<file path="config.mk">
export PLATFORM = sky130hd
export DESIGN_NAME = aicl_seq
export DESIGN_NICKNAME = d
export VERILOG_FILES = /design/src/sv/aicl_pkg.sv /design/src/sv/aicl_seq.sv
export SDC_FILE = /design/constraint.sdc
export NUM_CORES = 1
export LEC_CHECK = 0
export BUFFER_PORTS_ARGS = -buffer_cell sky130_fd_sc_hd__buf_2
export CORE_ASPECT_RATIO = 2
export CORE_MARGIN = 2
export CORE_UTILIZATION = 54
export DETAILED_ROUTE_END_ITERATION = 8
export GPL_ROUTABILITY_DRIVEN = 0
export GPL_TIMING_DRIVEN = 0
export PLACE_DENSITY = 0.87
export REMOVE_ABC_BUFFERS = 1
export SKIP_LAST_GASP = 1
export SYNTH_ARGS = -nofsm -noshare
export SYNTH_HDL_FRONTEND = slang
export SYNTH_SLANG_ARGS = --single-unit
</file>
<file path="constraint.sdc">
create_clock -name clk_i -period 8.05 [get_ports clk_i]
set_input_delay 1.61 -clock clk_i [delete_from_list [all_inputs] [get_ports clk_i]]
set_output_delay 1.61 -clock clk_i [all_outputs]
set_load 0.01 [all_outputs]
</file>
<file path="src/sv/aicl_pkg.sv">
// ----------------------------------------------------------------------------
// aicl_pkg
// Shared codes, widths and helper functions for the access ID class lookup.
// ----------------------------------------------------------------------------
package aicl_pkg;

  localparam int unsigned ID_W  = 24;
  localparam int unsigned EN_W  = 8;
  localparam int unsigned SEL_W = 4;
  localparam int unsigned IDX_W = 9;
  localparam int unsigned CLS_W = 4;

  localparam logic [ID_W-1:0] ERASED_ID = {ID_W{1'b1}};

  localparam logic OP_WRITE  = 1'b0;
  localparam logic OP_SEARCH = 1'b1;

  // list codes, also the order in which the search walks the lists
  localparam logic [SEL_W-1:0] LS_FIRST    = 4'd0;
  localparam logic [SEL_W-1:0] LS_GROUP    = 4'd1;
  localparam logic [SEL_W-1:0] LS_SUPER    = 4'd2;
  localparam logic [SEL_W-1:0] LS_SUPERPW  = 4'd3;
  localparam logic [SEL_W-1:0] LS_THREAT   = 4'd4;
  localparam logic [SEL_W-1:0] LS_THREATPW = 4'd5;
  localparam logic [SEL_W-1:0] LS_KEYPAD   = 4'd6;
  localparam logic [SEL_W-1:0] LS_FINGER   = 4'd7;
  localparam logic [SEL_W-1:0] LS_GENERAL  = 4'd8;

  localparam logic [CLS_W-1:0] CLS_FIRST    = 4'd0;
  localparam logic [CLS_W-1:0] CLS_GROUP    = 4'd1;
  localparam logic [CLS_W-1:0] CLS_SUPER    = 4'd2;
  localparam logic [CLS_W-1:0] CLS_SUPERPW  = 4'd3;
  localparam logic [CLS_W-1:0] CLS_THREAT   = 4'd4;
  localparam logic [CLS_W-1:0] CLS_THREATPW = 4'd5;
  localparam logic [CLS_W-1:0] CLS_KEYPAD   = 4'd6;
  localparam logic [CLS_W-1:0] CLS_GENERAL  = 4'd7;
  localparam logic [CLS_W-1:0] CLS_NONE     = 4'd8;

  // enable bit positions
  localparam int unsigned EN_FIRST    = 1;
  localparam int unsigned EN_GROUP    = 2;
  localparam int unsigned EN_SUPER    = 3;
  localparam int unsigned EN_SUPERPW  = 4;
  localparam int unsigned EN_THREAT   = 5;
  localparam int unsigned EN_THREATPW = 6;
  localparam int unsigned EN_KEYPAD   = 7;

  function automatic logic list_enabled(logic [SEL_W-1:0] region, logic [EN_W-1:0] en);
    logic r;
    r = 1'b0;
    case (region)
      LS_FIRST:    r = en[EN_FIRST];
      LS_GROUP:    r = en[EN_GROUP];
      LS_SUPER:    r = en[EN_SUPER];
      LS_SUPERPW:  r = en[EN_SUPERPW];
      LS_THREAT:   r = en[EN_THREAT];
      LS_THREATPW: r = en[EN_THREATPW];
      LS_KEYPAD:   r = en[EN_KEYPAD];
      LS_FINGER:   r = en[EN_KEYPAD];
      LS_GENERAL:  r = 1'b1;
      default:     r = 1'b0;
    endcase
    return r;
  endfunction

  function automatic logic [CLS_W-1:0] class_of(logic [SEL_W-1:0] region);
    logic [CLS_W-1:0] c;
    c = CLS_NONE;
    case (region)
      LS_FIRST:    c = CLS_FIRST;
      LS_GROUP:    c = CLS_GROUP;
      LS_SUPER:    c = CLS_SUPER;
      LS_SUPERPW:  c = CLS_SUPERPW;
      LS_THREAT:   c = CLS_THREAT;
      LS_THREATPW: c = CLS_THREATPW;
      LS_KEYPAD:   c = CLS_KEYPAD;
      LS_FINGER:   c = CLS_THREAT;
      LS_GENERAL:  c = CLS_GENERAL;
      default:     c = CLS_NONE;
    endcase
    return c;
  endfunction

endpackage

</file>
<file path="src/sv/aicl_seq.sv">
// ----------------------------------------------------------------------------
// aicl_seq
// Sequencer: clearing pass, entry writes and the linear search over all lists
// through one shared 24-bit compare.
// ----------------------------------------------------------------------------
module aicl_seq #(
  parameter int unsigned GENERAL_DEPTH = 512,
  parameter int unsigned FINGER_DEPTH  = 512,
  parameter int unsigned GROUP_DEPTH   = 16,
  parameter int unsigned THREAT_DEPTH  = 4,
  localparam int unsigned TOTAL = GENERAL_DEPTH + FINGER_DEPTH + GROUP_DEPTH
                                  + THREAT_DEPTH + 5,
  localparam int unsigned AW = $clog2(TOTAL)
) (
  input  logic                       clk_i,
  input  logic                       rst_ni,
  input  logic                       start_i,
  output logic                       busy_o,
  input  logic                       opcode_i,
  input  logic [aicl_pkg::SEL_W-1:0] list_select_i,
  input  logic [aicl_pkg::IDX_W-1:0] entry_index_i,
  input  logic [aicl_pkg::ID_W-1:0]  card_id_i,
  input  logic [aicl_pkg::EN_W-1:0]  enables_i,
  output logic                       mem_we_o,
  output logic [AW-1:0]              mem_waddr_o,
  output logic [aicl_pkg::ID_W-1:0]  mem_wdata_o,
  output logic                       mem_re_o,
  output logic [AW-1:0]              mem_raddr_o,
  input  logic [aicl_pkg::ID_W-1:0]  mem_rdata_i,
  output logic                       result_valid_o,
  output logic [aicl_pkg::CLS_W-1:0] match_class_o
);
  import aicl_pkg::*;

  localparam int unsigned CW = $clog2(TOTAL + 1);

  localparam int unsigned B_FIRST    = 0;
  localparam int unsigned B_GROUP    = B_FIRST + 1;
  localparam int unsigned B_SUPER    = B_GROUP + GROUP_DEPTH;
  localparam int unsigned B_SUPERPW  = B_SUPER + 1;
  localparam int unsigned B_THREAT   = B_SUPERPW + 1;
  localparam int unsigned B_THREATPW = B_THREAT + THREAT_DEPTH;
  localparam int unsigned B_KEYPAD   = B_THREATPW + 1;
  localparam int unsigned B_FINGER   = B_KEYPAD + 1;
  localparam int unsigned B_GENERAL  = B_FINGER + FINGER_DEPTH;

  localparam logic [1:0] ST_CLEAR = 2'd0;
  localparam logic [1:0] ST_IDLE  = 2'd1;
  localparam logic [1:0] ST_SCAN  = 2'd2;

  logic [1:0]       state_q;
  logic [CW-1:0]    addr_q;
  logic             pend_q;
  logic             last_q;
  logic             done_q;
  logic [ID_W-1:0]  key_q;
  logic [SEL_W-1:0] preg_q;
  logic [CLS_W-1:0] class_q;

  logic [SEL_W-1:0] region;
  logic             accept;
  logic             issue;
  logic             hit;
  logic             finish;
  logic             wr_ok;
  int unsigned      wr_loc;
  int unsigned      idx;

  // list that the current read address falls in
  always_comb begin
    if (addr_q >= CW'(B_GENERAL)) begin
      region = LS_GENERAL;
    end else if (addr_q >= CW'(B_FINGER)) begin
      region = LS_FINGER;
    end else if (addr_q >= CW'(B_KEYPAD)) begin
      region = LS_KEYPAD;
    end else if (addr_q >= CW'(B_THREATPW)) begin
      region = LS_THREATPW;
    end else if (addr_q >= CW'(B_THREAT)) begin
      region = LS_THREAT;
    end else if (addr_q >= CW'(B_SUPERPW)) begin
      region = LS_SUPERPW;
    end else if (addr_q >= CW'(B_SUPER)) begin
      region = LS_SUPER;
    end else if (addr_q >= CW'(B_GROUP)) begin
      region = LS_GROUP;
    end else begin
      region = LS_FIRST;
    end
  end

  // entry write address decode
  always_comb begin
    idx    = int'(entry_index_i);
    wr_ok  = 1'b0;
    wr_loc = 0;
    case (list_select_i)
      LS_FIRST: begin
        wr_ok  = 1'b1;
        wr_loc = B_FIRST;
      end
      LS_GROUP: begin
        wr_ok  = idx < GROUP_DEPTH;
        wr_loc = B_GROUP + idx;
      end
      LS_SUPER: begin
        wr_ok  = 1'b1;
        wr_loc = B_SUPER;
      end
      LS_SUPERPW: begin
        wr_ok  = 1'b1;
        wr_loc = B_SUPERPW;
      end
      LS_THREAT: begin
        wr_ok  = idx < THREAT_DEPTH;
        wr_loc = B_THREAT + idx;
      end
      LS_THREATPW: begin
        wr_ok  = 1'b1;
        wr_loc = B_THREATPW;
      end
      LS_KEYPAD: begin
        wr_ok  = 1'b1;
        wr_loc = B_KEYPAD;
      end
      LS_FINGER: begin
        wr_ok  = idx < FINGER_DEPTH;
        wr_loc = B_FINGER + idx;
      end
      LS_GENERAL: begin
        wr_ok  = idx < GENERAL_DEPTH;
        wr_loc = B_GENERAL + idx;
      end
      default: begin
        wr_ok  = 1'b0;
        wr_loc = 0;
      end
    endcase
  end

  assign accept = start_i && (state_q == ST_IDLE);
  assign issue  = (state_q == ST_SCAN) && (addr_q < CW'(TOTAL));
  assign hit    = pend_q && list_enabled(preg_q, enables_i) && (mem_rdata_i == key_q);
  assign finish = hit || (pend_q && last_q);

  assign mem_we_o    = (state_q == ST_CLEAR) || (accept && (opcode_i == OP_WRITE) && wr_ok);
  assign mem_waddr_o = (state_q == ST_CLEAR) ? addr_q[AW-1:0] : AW'(wr_loc);
  assign mem_wdata_o = (state_q == ST_CLEAR) ? ERASED_ID : card_id_i;
  assign mem_re_o    = issue;
  assign mem_raddr_o = addr_q[AW-1:0];

  always_ff @(posedge clk_i or negedge rst_ni) begin
    if (!rst_ni) begin
      state_q <= ST_CLEAR;
      addr_q  <= '0;
      pend_q  <= 1'b0;
      last_q  <= 1'b0;
      done_q  <= 1'b0;
    end else begin
      done_q <= 1'b0;
      case (state_q)
        ST_CLEAR: begin
          if (addr_q == CW'(TOTAL - 1)) begin
            state_q <= ST_IDLE;
            addr_q  <= '0;
          end else begin
            addr_q <= addr_q + 1'b1;
          end
        end
        ST_IDLE: begin
          pend_q <= 1'b0;
          last_q <= 1'b0;
          if (accept && (opcode_i == OP_SEARCH)) begin
            state_q <= ST_SCAN;
            addr_q  <= '0;
          end
        end
        ST_SCAN: begin
          if (issue) begin
            addr_q <= addr_q + 1'b1;
          end
          pend_q <= issue;
          last_q <= issue && (addr_q == CW'(TOTAL - 1));
          if (finish) begin
            state_q <= ST_IDLE;
            pend_q  <= 1'b0;
            last_q  <= 1'b0;
            done_q  <= 1'b1;
          end
        end
        default: begin
          state_q <= ST_IDLE;
        end
      endcase
    end
  end

  always_ff @(posedge clk_i) begin
    if (accept) begin
      key_q <= card_id_i;
    end
    preg_q <= region;
    if (finish) begin
      class_q <= hit ? class_of(preg_q) : CLS_NONE;
    end
  end

  assign busy_o         = (state_q != ST_IDLE);
  assign result_valid_o = done_q;
  assign match_class_o  = class_q;

endmodule

</file>
==> results by group, run 1 <==
STA
  – Post-route setup slack: 2.326 ns
  – Final worst-path cycle share: 71.11%
  – FMAX: 174.7 MHz
  – Min Clock Period, post-route: 5.724 ns
  – Hold Violations, Final: 0
  – Worst slew margin: 23.22%
  – Fin Setup TNS: 0 ns
  – Worst-Margin Slew: 1.152 ns
  – RSZ-0062 raised after global routing: no
  – Final slew viol count: 0
  – Setup Skew: 0.006234 ns
  – Final Setup Violations: 0

Critical path
  – Worst Path Max Fanout: 12
  – Critical-path top delay cell: nor4_1
  – Kind of critical path: in2out
  – R2r endpoint: mem_raddr_o[6]
  – Cell mode on critical path: buf_2
  – Critical Path AT: 4.11 ns
  – CP required: 6.44 ns
  – CP endpoint kind: output port
  – CP Launch Point: list_select_i[2]
  – Slowest stage delay, CP: 0.54 ns
  – Critical path cell sequence: buf_2 > inv_1 > nor4_1 > ha_1 > a21oi_1 > nor2b_1 > xnor2_1 > maj3_1 > o22ai_1 > a21o_1 > buf_2
  – Crit start category: input pin
  – Worst reg2reg path depth: 5
  – Reg-to-Reg Start: mem_raddr_o[3]
  – Reg-to-reg setup timing slack: 5.09 ns
  – CP endpoint: mem_waddr_o[3]

Clocking
  – CTS tree: done
  – CTS H-tree lvls: 2
  – Hold_buf cts: 0
  – Cts repair resizes: 0
  – Max Root-Sink Buffers: 2
  – # clock sinks: 48
  – Clk slew on worst S/H paths: 0.06 ns
  – Clk root buf: clkbuf_16
  – Clock Latency Late Sink: 0.29 ns
  – Post-CTS Setup Inserts: 0
  – TritonCTS buffer count: 5

Die
  – Starting Density: 56.10%
  – IO Pins: 127
  – DIE WIDTH: 60.09 µm
  – Die Height: 116.2 µm
  – Die Area: 0.006980 mm²
  – Core footprint: 0.006056 mm²
  – Rows: 40

Route
  – Antenna Nets Post-Route: 0
  – First-pass DRT Iterations: 5
  – Vias: 3,320
  – Iter 0 DRT Violations: 111
  – Detail-routed net length per standard cell: 15.83 µm
  – Post-Route WL: 9.197 mm
  – Via-to-Cell Ratio: 5.714
  – Post-route DRC: 0

Outcome
  – Outcome: complete, no violations

Place
  – Pre-CTS WS: 2.345 ns
  – IO buf count: 125
  – Area post-placement: 0.004045 mm²
  – Hpwl dp: 7.300 mm

Synthesis
  – Post-synthesis sequential area ratio: 38.90%
  – Leading post-synthesis cells by cell area: edfxtp_1, dfrtp_1, xor2_1, o21ai_0, or2_2
  – Synthesized area per cell: 8.846 µm²
  – Cell accounting for the most synthesized area: edfxtp_1
  – Commonest cells in the netlist: nand2_1, nor2_1, o21ai_0
  – Post-synth top area share: 24.75%
  – Count leader, synth: nand2_1
  – Post-Synthesis Cells: 384
  – FF+latch count, synth: 48
  – Syn Std Cell Area: 0.003397 mm²
  – Main synth FF type: edfxtp_1
  – Warning count from the yosys run: 0
  – Synth cell types: 56
  – EDFF count, synth: 28
  – Ys async rst share: 33.33%

Final layout
  – Multi-input logic area: 0.001937 mm²
  – Area delta synth->final: 24.31%
  – Storage cell area: 0.001321 mm²
  – Antenna Cells: 0
  – Layout cells sized above 1: 33.00%
  – Design area: 0.004223 mm²
  – Utilization after layout: 69.73%
  – Fill cells: 495
  – Nets: 582

Global route
  – Via count of the first global-routing pass: 3,131
  – Total gr overflow: 0
  – GRT Overall Usage: 26.91%
  – Initial antenna violation count: 0
  – First-pass GRT wire length: 14.16 mm
  – Pin count of the biggest net entering global routing: 38

Run
  – Max-cap violations: 0

Power and ir drop
  – Peak supply drop: 158.6 µV
  – Total Power: 1.061 mW
  – Pleak: 1.887 nW
  – Power Density: 251.3 mW/mm²

Worst hold path
  – Type of the worst min-delay path: reg2reg
metal layers:
metal / up-vias / track usage (%) / routed length (µm) / part of all wire, %
met5: - / 0 / 0 / 0
met4: 0 / 16.30 / 437 / 4.8
met3: 29 / 3.101 / 469 / 5.1
met2: 153 / 51.45 / 5187 / 56
met1: 1531 / 25.62 / 3102 / 34
li1: 1607 / - / - / -
final cells by class:
cell class	count	area share, %
repair buffers	125	14.81
flip-flops and latches	48	31.29
well taps	84	2.489
multi-input cells	301	45.87
clock inverters	2	0.9185
inverters	15	1.333
clock buffers	6	3.289
state kept, by name (all words and copies together), names as in the netlist:
name            flops
state_q             2
mem_raddr_o        11
preg_q              4
result_valid_o      1
pend_q              1
match_class_o       4
key_q              24
last_q              1
power by group:
group	switching, mW	internal [mW]
combinational	0.284	0.191
clock	0.0855	0.155
sequential	0.0378	0.307
cells in the final DEF (no fill, tap or decap), types with 4 or more instances in the layout:
cell type / Yosys / final
inv_1: 14 / 14
nor2b_1: 6 / 6
xor2_1: 24 / 24
buf_2: 0 / 125
edfxtp_1: 28 / 28
nor2_1: 32 / 32
o22ai_1: 5 / 5
xnor2_1: 8 / 8
clkbuf_16: 0 / 5
nor3_1: 7 / 7
dfxtp_1: 4 / 4
a21oi_1: 21 / 21
o41ai_1: 4 / 4
nor4_1: 7 / 7
ha_1: 12 / 12
o21ai_0: 32 / 32
nand3_1: 11 / 11
or2_2: 25 / 25
nand2_1: 33 / 33
nand2b_1: 6 / 6
o31ai_1: 11 / 11
dfrtp_1: 16 / 16
stage by stage:
step           hold WS (ns)  instances
3_3_place_gp         0.6008        573
6_report             0.6225        581
5_1_grt              0.6648        581
2_1_floorplan        0.5669        364
3_5_place_dp         0.5901        573
4_1_cts              0.6325        581
kinds of logic (layout without fill, tap and decap cells):
kind of cell	Yosys count	count (layout)	synth area share (%)
AND/OR/NAND/NOR	146	146	22.43
AO/OA/AOI/OAI	105	105	19.85
flip-flops	48	48	38.90
buffers and inverters	35	148	4.088
XOR/XNOR	32	32	8.250
adder cells (fa/ha/maj)	15	15	5.598
multiplexers	3	3	0.8840
critical path, delay by kind of cell:
kind            cells  cell delay, ns
compound gates      3            0.62
buf+inv             3            0.43
fa+ha+maj           2            0.70
xor+xnor            1            0.14
simple gates        2            0.62
how the worst min path moves through the flow:
stage                   startpoint             end  slack (ns)  cells past startpoint
finish                      last_q          last_q        0.62                      2
global route        mem_raddr_o[7]  mem_raddr_o[7]        0.66                      1
CTS                         last_q          last_q        0.63                      2
detailed placement  mem_raddr_o[7]  mem_raddr_o[7]        0.59                      1
global placement            last_q          last_q        0.60                      2
floorplan           mem_raddr_o[7]  mem_raddr_o[7]        0.57                      1
Note: power is estimated with default switching activity, not from simulation.
==> inputs of run 2 (changes only) <==
CORE_UTILIZATION = 45   (was 54)
PLACE_DENSITY = 0.77   (was 0.87)
clock period = 5.1 ns   (was 8.05 ns; I/O delays follow)
==> results by group, run 2 (synthesized netlist as in run 1, its figures left out) <==
Outcome
  – Outcome: complete, no violations

Power and ir drop
  – Pleak: 1.875 nW (-0.69%)
  – Sw Pwr: 0.6342 mW (+56%)
  – Total Power: 1.616 mW (+52%)
  – Flop pwr share: 33.6% (+1.1 points)
  – Power Internal: 0.9822 mW (+50%)
  – Peak supply drop: 196.0 µV (+24%)
  – Power Density: 384.2 mW/mm² (+53%)
  – Combinational power share: 46.2% (+1.4 points)
  – Sw frac: 39.24% (+0.83 points)
  – Clock network fraction of design power: 20.2% (-2.5 points)

Global route
  – Total gr overflow: 0 (unchanged)
  – First-pass GRT wire length: 14.58 mm (+3.0%)
  – Initial antenna violation count: 0 (unchanged)
  – Pin count of the biggest net entering global routing: 38 (unchanged)
  – Via count of the first global-routing pass: 3,172 (+1.3%)
  – GRT Overall Usage: 22.57% (-4.3 points)

STA
  – Final Setup Violations: 0 (unchanged)
  – Final worst-path cycle share: 86.85%
  – FMAX: 225.8 MHz
  – Hold Violations, Final: 0 (unchanged)
  – Worst hold slack: 0.5872 ns (-0.03525 ns)
  – Min Clock Period, post-route: 4.429 ns
  – Setup Skew: 0.005744 ns (-0.0004899 ns)
  – Fin Setup TNS: 0 ns (unchanged)
  – Worst-Margin Slew: 1.128 ns (-0.02328 ns)
  – RSZ-0062 raised after global routing: no
  – Final slew viol count: 0 (unchanged)
  – Worst slew margin: 24.77% (+1.6 points)

Route
  – Detail-routed net length per standard cell: 15.51 µm (-2.0%)
  – First-pass DRT Iterations: 5 (unchanged)
  – Antenna Nets Post-Route: 0 (unchanged)
  – Via-to-Cell Ratio: 5.633 (-1.4%)
  – Vias: 3,318 (-0.060%)
  – Post-Route WL: 9.137 mm (-0.65%)
  – Iter 0 DRT Violations: 176 (+59%)
  – Post-route DRC: 0 (unchanged)

Critical path
  – Reg-to-reg setup timing slack: 2.11 ns (-2.98 ns)
  – Kind of critical path: in2out
  – Crit start category: input pin
  – CP endpoint kind: output port
  – Worst Path Max Fanout: 12 (unchanged)
  – CP required: 4.08 ns (-2.36 ns)
  – Critical Path AT: 3.41 ns (-0.70 ns)
  – Worst reg2reg path depth: 5 (unchanged)

Clocking
  – Clk root buf: clkbuf_16
  – TritonCTS buffer count: 5 (unchanged)
  – # clock sinks: 48 (unchanged)
  – Clk slew on worst S/H paths: 0.06 ns (about the same)
  – CTS tree: done
  – Post-CTS Setup Inserts: 0 (unchanged)
  – Hold_buf cts: 0 (unchanged)
  – Cts repair resizes: 0 (unchanged)
  – Clock Latency Late Sink: 0.29 ns (about the same)
  – CTS H-tree lvls: 2 (unchanged)
  – Max Root-Sink Buffers: 2 (unchanged)

Final layout
  – Max reg flops: 24 (unchanged)
  – Nets: 582 (unchanged)
  – Commonest non-fill, non-tap cells in the layout: buf_2, nand2_1, nor2_1, o21ai_0, edfxtp_1
  – Layout cells sized above 1: 32.80% (-0.20 points)
  – Fill cells: 691 (+40%)
  – Commonest non-fill, non-tap cell in the layout: buf_2
  – Antenna Cells: 0 (unchanged)
  – Area delta synth->final: 23.83%
  – Largest reg by FF count: key_q
  – Fin cells: 589 (+1.4%)
  – Design area: 0.004207 mm² (-0.39%)

Die
  – DIE WIDTH: 65.44 µm (+8.9%)
  – Starting Density: 46.75% (-9.3 points)
  – Die Height: 126.9 µm (+9.2%)
  – Rows: 44 (+10%)
  – Core footprint: 0.007267 mm² (+20%)
  – Die Area: 0.008302 mm² (+19%)
  – IO Pins: 127 (unchanged)

Worst hold path
  – Type of the worst min-delay path: reg2reg
  – Hold Path Stages: 1 (-1)

Place
  – Placed cells: 581 (+1.4%)
  – IO buf count: 125 (unchanged)
  – Hpwl dp: 7.193 mm (-1.5%)
  – Area post-placement: 0.004055 mm² (+0.25%)

Run
  – Max-cap violations: 0 (unchanged)
[run 2: changes by cell type in the layout (fill, tap and decap cells not counted)]
cell       delta
clkbuf_1      +1
bufinv_16     -1
[run 2: worst max-delay path, stage by stage]
cell     delay [ns]
buf_2          0.21
inv_1          0.10
nor4_1         0.45
ha_1           0.33
a21oi_1        0.22
nor2b_1        0.09
xnor2_1        0.15
maj3_1         0.35
o22ai_1        0.23
a21o_1         0.15
buf_2          0.12
[run 2: path summary, 6_finish.rpt]
kind | end | start
max | mem_waddr_o[3] | list_select_i[2]
min | mem_raddr_o[7] | mem_raddr_o[7]
max reg2reg | mem_raddr_o[0] | mem_raddr_o[3]
min reg2reg | mem_raddr_o[7] | mem_raddr_o[7]
max in group asynchronous | last_q | rst_ni
min in group asynchronous | mem_raddr_o[7] | rst_ni
[run 2: power by group through the flow]
stage	clock network, mW	logic, mW	registers (mW)
3_5_place_dp	0	0.747	0.550
5_1_grt	0.347	0.833	0.554
6_report	0.326	0.747	0.543
4_1_cts	0.335	0.749	0.543
2_1_floorplan	0	0.489	0.539
3_3_place_gp	0	0.727	0.547
[run 2: area by class of cell]
| type | count | area [µm²] | area share [%] |
|---|---|---|---|
| Clock buffer | 7 | 142.6 | 3.391 |
| Clock inverter | 1 | 8.758 | 0.2082 |
| Inverter | 15 | 56.30 | 1.338 |
| Multi-Input combinational cell | 301 | 1937 | 46.04 |
| Sequential cell | 48 | 1321 | 31.41 |
| Tap cell | 92 | 115.1 | 2.736 |
| Timing Repair Buffer | 125 | 625.6 | 14.87 |
[run 2: per-stage QoR]
step | setup slack [ns] | utilization, %
after floorplan | 1.333 | -
after global placement | 0.7138 | 55.80
after detailed placement | 0.6631 | 55.80
after CTS | 0.6614 | 57.89
after global routing | 0.4660 | 57.89
final | 0.6707 | 57.89
[run 2: per-layer routing]
metal  up-vias  wire length, µm  track usage [%]
met4         0              386            12.87
met1      1546             3111            22.36
met3        23              524            3.191
met2       140             5115            42.74
li1       1609                -                -
met5         -                0                0
